`src/rtl/krt_pkg.sv`:
```
// ----------------------------------------------------------------------------
// krt_pkg
// Shared types, codes and lookup functions for the keyboard report translator.
// ----------------------------------------------------------------------------
package krt_pkg;

   localparam int unsigned SLOT_COUNT_DEF = 4;

   localparam logic [7:0] KEYCODE_INSERT = 8'h49;
   localparam logic [7:0] KEY_DIGIT_1    = 8'h1E;
   localparam logic [7:0] KEY_DIGIT_4    = 8'h21;
   localparam logic [7:0] KEY_DIGIT_0    = 8'h27;
   localparam logic [7:0] MOD_SHIFT_MASK = 8'h22;

   localparam logic [7:0] ID_MEDIA       = 8'h02;
   localparam logic [7:0] ID_MACRO       = 8'h03;
   localparam logic [7:0] ID_LIGHT_DATA  = 8'h04;

   localparam logic [7:0] SEL_ZONE_A     = 8'h01;
   localparam logic [7:0] SEL_ZONE_B     = 8'h02;
   localparam logic [7:0] SEL_MODE_BTN   = 8'h04;
   localparam logic [7:0] SEL_END        = 8'h00;

   localparam logic [6:0] LEN_MEDIA      = 7'd2;
   localparam logic [6:0] LEN_SHORT      = 7'd4;
   localparam logic [6:0] LEN_KEYBOARD   = 7'd8;

   typedef enum logic [2:0] {
      ACT_KEYBOARD    = 3'd0,
      ACT_CONSUMER    = 3'd1,
      ACT_SWITCH      = 3'd2,
      ACT_SWITCH_PAIR = 3'd3,
      ACT_FACTORY     = 3'd4
   } action_type;

   typedef enum logic [1:0] {
      SEQ_IDLE = 2'd0,
      SEQ_HEAD = 2'd1,
      SEQ_TAIL = 2'd2
   } seq_state_type;

   typedef struct packed {
      logic          hit;
      seq_state_type next;
   } seq_result_type;

   typedef struct packed {
      action_type  action;
      logic [1:0]  target_slot;
      logic [63:0] report_data;
      logic        last_of_run;
   } result_type;

   // one lighting sequence filter: head, data, tail
   function automatic seq_result_type seq_filter(input seq_state_type st,
                                                 input logic [7:0]    sel,
                                                 input logic [6:0]    len,
                                                 input logic [7:0]    b0,
                                                 input logic [7:0]    b3);
      seq_result_type r;
      r.hit  = 1'b0;
      r.next = st;
      if (len == LEN_SHORT && b0 == ID_MACRO && b3 == sel) begin
         r.hit  = 1'b1;
         r.next = SEQ_HEAD;
      end else if (st == SEQ_HEAD && len == LEN_KEYBOARD && b0 == ID_LIGHT_DATA) begin
         r.hit  = 1'b1;
         r.next = SEQ_TAIL;
      end else if (st == SEQ_TAIL && len == LEN_SHORT && b0 == ID_MACRO
                   && b3 == SEL_END) begin
         r.hit  = 1'b1;
         r.next = SEQ_IDLE;
      end
      return r;
   endfunction

   function automatic logic [15:0] media_usage(input logic [7:0] v);
      logic [15:0] u;
      case (v)
         8'h01:   u = 16'h00B5;
         8'h02:   u = 16'h00B6;
         8'h04:   u = 16'h00B7;
         8'h08:   u = 16'h00CD;
         8'h10:   u = 16'h00E9;
         8'h20:   u = 16'h00EA;
         8'h40:   u = 16'h00E2;
         default: u = 16'h0000;
      endcase
      return u;
   endfunction

   // mode byte overrides the group byte
   function automatic logic [7:0] macro_code(input logic [7:0] g, input logic [7:0] m);
      logic [7:0] c;
      case (g)
         8'h01:   c = 8'h68;
         8'h02:   c = 8'h69;
         8'h04:   c = 8'h6A;
         8'h08:   c = 8'h6B;
         8'h10:   c = 8'h6C;
         8'h20:   c = 8'h6D;
         default: c = 8'h00;
      endcase
      case (m)
         8'h10:   c = 8'h6E;
         8'h20:   c = 8'h6F;
         8'h40:   c = 8'h70;
         8'h80:   c = 8'h71;
         default: c = c;
      endcase
      return c;
   endfunction

endpackage

```
`src/rtl/keyboard_report_translator.sv`:
```
// path: a request goes into the input register, then its first result into the result register
// throughput: one request per cycle when it gives zero or one result and rsp_stall is
// low; a pending release report holds the next request; set by the single result register
// reset: synchronous, clears the request and result valids, the pending release and
// the three lighting sequence states
// ----------------------------------------------------------------------------
// keyboard_report_translator
// Filters lighting sequences, decodes slot and factory commands, forwards keyboard
// reports, and media and macro reports each followed by a release report.
// ----------------------------------------------------------------------------
module keyboard_report_translator
   import krt_pkg::*;
#(
   parameter int unsigned SLOT_COUNT = SLOT_COUNT_DEF
) (
   input  logic        clock,
   input  logic        reset,

   input  logic        req_valid,
   output logic        req_stall,
   input  logic [6:0]  req_report_length,
   input  logic [7:0]  req_report_byte_0,
   input  logic [7:0]  req_report_byte_1,
   input  logic [7:0]  req_report_byte_2,
   input  logic [7:0]  req_report_byte_3,
   input  logic [7:0]  req_report_byte_4,
   input  logic [7:0]  req_report_byte_5,
   input  logic [7:0]  req_report_byte_6,
   input  logic [7:0]  req_report_byte_7,
   input  logic        req_link_connected,

   output logic        rsp_valid,
   input  logic        rsp_stall,
   output logic [2:0]  rsp_action,
   output logic [1:0]  rsp_target_slot,
   output logic [63:0] rsp_report_data,
   output logic        rsp_last_of_run
);

   localparam logic [2:0] SLOT_LIMIT = 3'(SLOT_COUNT);

   // request register
   logic          req_valid_ff, req_valid_in;
   logic [6:0]    len_ff;
   logic [7:0]    byte_ff [8];
   logic          link_ff;

   // sequence states
   seq_state_type zone_a_ff, zone_a_in;
   seq_state_type zone_b_ff, zone_b_in;
   seq_state_type mode_btn_ff, mode_btn_in;

   // result register and pending release
   logic          rsp_valid_ff, rsp_valid_in;
   result_type    rsp_ff, rsp_in;
   logic          rel_pend_ff, rel_pend_in;
   action_type    rel_action_ff, rel_action_in;

   // decode
   seq_result_type hit_a, hit_b, hit_m;
   logic          swallow;
   logic          shift, insert, has_digit, digit_zero;
   logic [1:0]    digit_val;
   logic [1:0]    cnt;
   logic          factory;
   result_type    first_res;
   action_type    rel_action;
   logic [15:0]   usage;
   logic [7:0]    mcode;

   logic          req_accept, consume, out_free, out_load;

   always_comb begin
      hit_a   = seq_filter(zone_a_ff, SEL_ZONE_A, len_ff, byte_ff[0], byte_ff[3]);
      hit_b   = seq_filter(zone_b_ff, SEL_ZONE_B, len_ff, byte_ff[0], byte_ff[3]);
      hit_m   = seq_filter(mode_btn_ff, SEL_MODE_BTN, len_ff, byte_ff[0], byte_ff[3]);
      swallow = hit_a.hit || hit_b.hit || hit_m.hit;

      shift      = (byte_ff[0] & MOD_SHIFT_MASK) != 8'h00;
      insert     = 1'b0;
      has_digit  = 1'b0;
      digit_zero = 1'b0;
      digit_val  = 2'd0;
      // highest byte position wins
      for (int i = 2; i < 8; i++) begin
         if (byte_ff[i] == KEYCODE_INSERT) insert = 1'b1;
         if (byte_ff[i] >= KEY_DIGIT_1 && byte_ff[i] <= KEY_DIGIT_4) begin
            has_digit  = 1'b1;
            digit_zero = 1'b0;
            digit_val  = 2'(byte_ff[i] - KEY_DIGIT_1);
         end
         if (byte_ff[i] == KEY_DIGIT_0) begin
            has_digit  = 1'b1;
            digit_zero = 1'b1;
         end
      end

      usage = media_usage(byte_ff[1]);
      mcode = macro_code(byte_ff[1], byte_ff[2]);

      cnt                   = 2'd0;
      factory               = 1'b0;
      rel_action            = ACT_KEYBOARD;
      first_res.action      = ACT_KEYBOARD;
      first_res.target_slot = 2'd0;
      first_res.report_data = 64'd0;
      first_res.last_of_run = 1'b1;

      if (swallow) begin
         cnt = 2'd0;
      end else if (len_ff == LEN_KEYBOARD) begin
         if (insert && has_digit) begin
            if (digit_zero) begin
               if (shift) begin
                  cnt              = 2'd1;
                  factory          = 1'b1;
                  first_res.action = ACT_FACTORY;
               end
            end else if ({1'b0, digit_val} < SLOT_LIMIT) begin
               cnt                   = 2'd1;
               first_res.action      = shift ? ACT_SWITCH_PAIR : ACT_SWITCH;
               first_res.target_slot = digit_val;
            end
         end else if (link_ff) begin
            cnt                   = 2'd1;
            first_res.report_data = {byte_ff[7], byte_ff[6], byte_ff[5], byte_ff[4],
                                     byte_ff[3], byte_ff[2], byte_ff[1], byte_ff[0]};
         end
      end else if (len_ff == LEN_MEDIA && byte_ff[0] == ID_MEDIA) begin
         if (link_ff && usage != 16'd0) begin
            cnt                   = 2'd2;
            first_res.action      = ACT_CONSUMER;
            first_res.report_data = {48'd0, usage};
            first_res.last_of_run = 1'b0;
            rel_action            = ACT_CONSUMER;
         end
      end else if (len_ff == LEN_SHORT && byte_ff[0] == ID_MACRO) begin
         if (link_ff && mcode != 8'd0) begin
            cnt                   = 2'd2;
            first_res.report_data = {40'd0, mcode, 16'd0};
            first_res.last_of_run = 1'b0;
         end
      end
   end

   // handshake control
   always_comb begin
      out_free   = !rsp_valid_ff || !rsp_stall;
      consume    = req_valid_ff && !rel_pend_ff && (cnt == 2'd0 || out_free);
      out_load   = out_free && (rel_pend_ff || (req_valid_ff && cnt != 2'd0));
      req_stall  = req_valid_ff && !consume;
      req_accept = req_valid && !req_stall;
   end

   always_comb begin
      req_valid_in = req_accept || (req_valid_ff && !consume);

      rsp_valid_in = rsp_valid_ff && rsp_stall;
      if (out_load) rsp_valid_in = 1'b1;

      rsp_in        = rsp_ff;
      rel_pend_in   = rel_pend_ff;
      rel_action_in = rel_action_ff;
      if (out_load) begin
         if (rel_pend_ff) begin
            rsp_in.action      = rel_action_ff;
            rsp_in.target_slot = 2'd0;
            rsp_in.report_data = 64'd0;
            rsp_in.last_of_run = 1'b1;
            rel_pend_in        = 1'b0;
         end else begin
            rsp_in        = first_res;
            rel_pend_in   = (cnt == 2'd2);
            rel_action_in = rel_action;
         end
      end

      zone_a_in   = zone_a_ff;
      zone_b_in   = zone_b_ff;
      mode_btn_in = mode_btn_ff;
      if (consume) begin
         if (hit_a.hit) begin
            zone_a_in = hit_a.next;
         end else if (hit_b.hit) begin
            zone_b_in = hit_b.next;
         end else if (hit_m.hit) begin
            mode_btn_in = hit_m.next;
         end else if (factory) begin
            zone_a_in   = SEQ_IDLE;
            zone_b_in   = SEQ_IDLE;
            mode_btn_in = SEQ_IDLE;
         end
      end
   end

   always_ff @(posedge clock) begin
      if (reset) begin
         req_valid_ff <= 1'b0;
         rsp_valid_ff <= 1'b0;
         rel_pend_ff  <= 1'b0;
         zone_a_ff    <= SEQ_IDLE;
         zone_b_ff    <= SEQ_IDLE;
         mode_btn_ff  <= SEQ_IDLE;
      end else begin
         req_valid_ff <= req_valid_in;
         rsp_valid_ff <= rsp_valid_in;
         rel_pend_ff  <= rel_pend_in;
         zone_a_ff    <= zone_a_in;
         zone_b_ff    <= zone_b_in;
         mode_btn_ff  <= mode_btn_in;
      end
   end

   always_ff @(posedge clock) begin
      if (req_accept) begin
         len_ff     <= req_report_length;
         byte_ff[0] <= req_report_byte_0;
         byte_ff[1] <= req_report_byte_1;
         byte_ff[2] <= req_report_byte_2;
         byte_ff[3] <= req_report_byte_3;
         byte_ff[4] <= req_report_byte_4;
         byte_ff[5] <= req_report_byte_5;
         byte_ff[6] <= req_report_byte_6;
         byte_ff[7] <= req_report_byte_7;
         link_ff    <= req_link_connected;
      end
      rsp_ff        <= rsp_in;
      rel_action_ff <= rel_action_in;
   end

   assign rsp_valid       = rsp_valid_ff;
   assign rsp_action      = rsp_ff.action;
   assign rsp_target_slot = rsp_ff.target_slot;
   assign rsp_report_data = rsp_ff.report_data;
   assign rsp_last_of_run = rsp_ff.last_of_run;

endmodule
```
`config.mk`:
```
export PLATFORM = sky130hd
export DESIGN_NAME = keyboard_report_translator
export DESIGN_NICKNAME = d
export VERILOG_FILES = /design/src/rtl/krt_pkg.sv /design/src/rtl/keyboard_report_translator.sv
export SDC_FILE = /design/constraint.sdc
export NUM_CORES = 1
export LEC_CHECK = 0
export ABC_CLOCK_PERIOD_IN_PS = 6390
export BUFFER_PORTS_ARGS = -buffer_cell sky130_fd_sc_hd__buf_2
export CAP_MARGIN = 10
export CORE_MARGIN = 2
export CORE_UTILIZATION = 40
export CTS_BUF_LIST = sky130_fd_sc_hd__clkbuf_8
export DETAILED_ROUTE_END_ITERATION = 10
export GPL_ROUTABILITY_DRIVEN = 0
export PLACE_DENSITY = 0.73
export SLEW_MARGIN = 20
export SYNTH_ARGS = -nofsm -noshare
export SYNTH_HDL_FRONTEND = slang
export SYNTH_SLANG_ARGS = --single-unit
export TNS_END_PERCENT = 1
```
`constraint.sdc`:
```
create_clock -name clock -period 6.39 [get_ports clock]
set_input_delay 1.5975 -clock clock [delete_from_list [all_inputs] [get_ports clock]]
set_output_delay 1.5975 -clock clock [all_outputs]
set_load 0.005 [all_outputs]
```
# --- Yosys cells after proc, flatten, opt, wreduce, memory -nomap -nowiden ---
# Memories as Yosys holds them, arrays and structs flattened.
# Index checks and enable logic that the tools add are counted.
totals:
  ff_bits: 90
  mem_bits_rw: 64
  inputBits: 76
  output_inout_bits: 72
  wordCells: 237
  mem_count: 1
classes:
  n_addsub: 6
  n_lt_le_gt_ge: 12
  eq_ne: 45
  muxes: 91
  bitwise_logic: 5
  n_reduce_logical: 64
mem_list:
  columns: ["name", "depth", "word_bits", "rd", "rd_clocked_by_memory_dff", "write_ports", "line", "rtl"]
  rows:
  - ["byte_ff", 8, 8, 8, 0, 8, "keyboard_report_translator.sv:45", "logic [7:0] byte_ff [8];"]
ops:
  columns: ["cell", "count"]
  rows:
  - ["$mux W64", 3]
  - ["$mux W70", 2]
  - ["$mux W65", 2]
  - ["$eq A8 B6 Y1 const B", 8]
  - ["$eq A8 B7 Y1 const B", 8]
  - ["$pmux W8 S7", 1]
  - ["$ge A8 B5 Y1 const B", 6]
  - ["$le A8 B6 Y1 const B", 6]
  - ["$mux W1", 44]
  - ["$mux W2", 22]
  - ["$pmux W7 S6", 1]
  - ["$logic_and A1 B1 Y1", 36]
  - ["$mux W3", 12]
  - ["$eq A8 B2 Y1 const B", 4]
  - ["$pmux W8 S4", 1]
  - ["$mux W25", 1]
  - ["$eq A8 B3 Y1 const B", 3]
  - ["$mux W17", 1]
  - ["$eq A8 B1 Y1 const B", 2]
  - ["$eq A8 B5 Y1 const B", 2]
  - ["$reduce_bool A16 Y1", 1]
  - ["$reduce_bool A8 Y1", 2]
  - ["$reduce_and A5 Y1", 3]
  - ["$ne A4 B1 Y1 const B", 3]
  - ["20 further kinds", 49]

# --- Depth between registers and ports, before layout ---
# An unclocked memory read counts as a cell.
depth:
  ltp_word: 28
  depth_mapped: 10
  ltp_nobuf: 9

# --- Least setup slack after synthesis ---
# Ideal clock, no wire load.
synth_timing:
  kind: "register -> register"
  start: "memory byte_ff[3][1] (netlist: byte_ff[0][25])"
  end: "register rsp_ff, in the netlist rsp_action[0], enable pin"
  setup_ns: 0.521
  t_arrival_ns: 5.595
  required_ns: 5.869
  slack_ns: 0.274
  path_stages_with_launch: 11
  path_buffers: 1
  synth_period_minus_slack_ns: 6.116
  cell_sequence: "edfxtp_1 -> buf_2 -> and3_1 -> nand3_1 -> nand3_1 -> or4_1 -> or3_1 -> a21o_1 -> nand3_1 -> nand2_1 -> a21oi_1"
synth_rtl:
  columns: ["item", "line", "rtl"]
  rows:
  - ["start, declared", "keyboard_report_translator.sv:45", null]
  - ["end signal, assigned", "keyboard_report_translator.sv:227", "rsp_ff <= rsp_in;"]
  - ["end, declared", "keyboard_report_translator.sv:55", "result_type rsp_ff, rsp_in;"]

==> results.cfg <==
[run_status]
status = finished, final reports clean

[worst_hold_path]
worstHoldStart = zone_b_ff[0]$_SDFFE_PP0P_
worstHoldPathType = reg2reg
worstHoldEndpoint = zone_b_ff[0]$_SDFFE_PP0P_
min_delay_path_depth = 2

[floorplan]
start_util_pct = 40.7
die_y_um = 133
io_pins = 148
num_rows = 47
die_w_um = 133
fp.dieArea_um2 = 17800
core_area_um2 = 16500

[synthesis]
synth_top_area_share_pct = 64.1
ys.flop_type = edfxtp_1
synth_common_cells = edfxtp_1 (143), and3_1 (49), nor2_1 (38)
ys_seq_area_share_pct = 66.8
synthesis.nets = 598
synth.area.top_cells = edfxtp_1 (64%), and3_1 (4.6%), dfxtp_1 (2.7%), nor2_1 (2.1%), nand2_1 (2.0%)
ys_seq_elements = 152
synth.avg_cell_area_um2 = 12.8
synth_edf_count = 143
yosysMostFrequentCell = edfxtp_1
async_flop_share_pct = 0
netlist-cell-type-count = 69
yosysTopAreaCell = edfxtp_1
yosysWarningCount = 0
synthCells = 522
netlist_area_um2 = 6700

[drt]
drc = 0
drtIter0Drc = 433
wire_per_inst_um = 17.6
wirelength_um = 15900
postRouteAntennaNets = 0
via_per_inst = 5.40
firstDrtPassIters = 5
vias = 4881

[worst_setup_path]
timing.rr.end = rsp_report_data[45]$_SDFFCE_PP0P_
slowest_delay_ns = 0.55
cp_common_cell = a21o_1
cp_max_fo = 12
path_delay_family = simple AND/OR/NAND/NOR gates
crit_type = reg2out
r2r_cells = 11
worstPathArrival_ns = 3.37
path_buf_inv = 2
cp_slowest_cell = edfxtp_1
cp.required_ns = 4.79
critPathLaunch = byte_ff[0][21]$_DFFE_PP_
r2r_slack_ns = 2.41
crit_chain = or3b_4 > nor3_2 > a21o_1 > or4_1 > or3_1 > a21o_1 > a31oi_4 > o21ai_1 > inv_1 > buf_2
regToRegStartpoint = byte_ff[0][21]$_DFFE_PP_
end_kind = output pin
startpoint_type = flip-flop

[clock_network]
postCtsSetupBuffers = 0
tritoncts = done
cts_buffer_depth = 2
cts_resized = 0
cts_hold_buf = 0
cts_num_sinks = 152
cts_made_buffers = 17
clock_latency_ns = 0.46
clk_pin_slew_ns = 0.09
htree_num_levels = 4
root_buffer = clkbuf_8

[power_and_ir_drop]
power_mw = 1.94
power.density_nw_per_um2 = 240
p_leak_nw = 3.46
vdd_drop_max_v = 0.000116

[sta]
period_minus_slack_ns = 4.97
rsz0062_at_grt = false
finalHoldViolCount = 0
setup_viol = 0
max_freq_ghz = 0.201
slew_headroom_pct = 32.6
fin_ws_ns = 1.42
fin_setup_tns_ns = 0
period_share_pct = 77.7
finalClockSkew_ns = 0.0104
slew_viol_final = 0
worst_slew_pin_slew_ns = 1.01
hold_ws_ns = 0.502

[cells_and_area]
drive_gt1_share_pct = 29.1
syn_to_final_growth_pct = 20.5
finalNetCount = 746

[placement]
dp_slack_ns = 1.95
port_buffers = 147
hpwl_um = 11400

[global_routing]
gr-total-overflow = 0
grt_max_degree = 73
grt_pass1_wl_um = 24900
grt.total_usage_pct = 18.2
grt_pass1_vias = 4748
antenna_found_initial = 1

[flow_run]
maxCapViolCount = 0
kinds of logic (layout without fill, tap and decap cells):
family	Yosys count	after routing	synth area share [%]
muxes	3	3	0.448
buffers and inverters	33	194	2.02
DFF	152	152	66.8
xor gates and xnor gates	8	8	1.05
and+or+nand+nor	234	234	20.5
AOI/OAI and AO/OA	92	92	9.26
other	0	1	0
per-layer routing:
metal  global-route usage, %  share of wire [%]  vias up
met2                    29.8                 49      204
met4                    8.04                2.4        0
met1                    23.2                 42     2331
met3                    4.19                7.0       25
li1                        -                  -     2321
met5                       0                  0        -
layout by cell type (no fill, tap or decap), types with 9 or more instances in the layout:
cell type / synthesis / routed
and3_1: 49 / 49
nor3_1: 13 / 13
edfxtp_1: 143 / 143
nor2_1: 38 / 38
inv_1: 10 / 11
buf_2: 3 / 147
dfxtp_1: 9 / 9
a21oi_1: 21 / 20
nand2_1: 36 / 36
nand4_1: 9 / 9
clkbuf_8: 0 / 17
nand3_1: 16 / 16
o21ai_0: 24 / 24
metrics by stage:
step | instances | util (%) | cell area [µm²]
4_1_cts | 901 | 48.7 | 8020
2_1_floorplan | 522 | - | 6700
5_1_grt | 903 | 49.0 | 8080
3_3_place_gp | 869 | 46.5 | 7660
6_report | 904 | 49.1 | 8080
3_5_place_dp | 869 | 46.5 | 7660
worst register-to-register path: cells and delay by family (launching register included):
family / cells / cell delay (ns)
simple gates: 6 / 1.56
buf+inv: 2 / 0.62
flops: 1 / 0.55
compound gates: 3 / 0.89
state kept, by name (all words and copies together) (netlist names), 2 cells and up:
register         flops
byte_ff             64
rsp_report_data     64
len_ff               7
rsp_action           3
mode_btn_ff          2
rsp_target_slot      2
zone_a_ff            2
zone_b_ff            2
how the worst max path moves through the flow:
stage	endpoint	cells past startpoint	slack, ns
after floorplan	rsp_action[0]$_DFFE_PP_	10	0.27
final	req_stall	10	1.42
after global placement	req_stall	10	1.99
after global routing	req_stall	10	1.23
after CTS	req_stall	10	1.41
after detailed placement	req_stall	10	1.95
layout make-up:
type / count / area, µm²
timing repair buffer: 152 / 813
clock buffer: 17 / 234
antenna: 1 / 2.50
tap: 220 / 275
fill: 1460 / 8390
sequential: 152 / 4470
inverter: 10 / 37.5
multi-input combinational: 337 / 2110
clock inverter: 15 / 128
where the power goes:
group | internal, mW | leakage [nW] | switching, mW | total, mW
combinational | 0.0424 | 1.67 | 0.0467 | 0.0890
sequential | 1.12 | 1.60 | 0.0464 | 1.17
clock | 0.308 | 0.185 | 0.368 | 0.677
total | 1.47 | 3.46 | 0.461 | 1.94
Power figures use the tool's default switching activity.
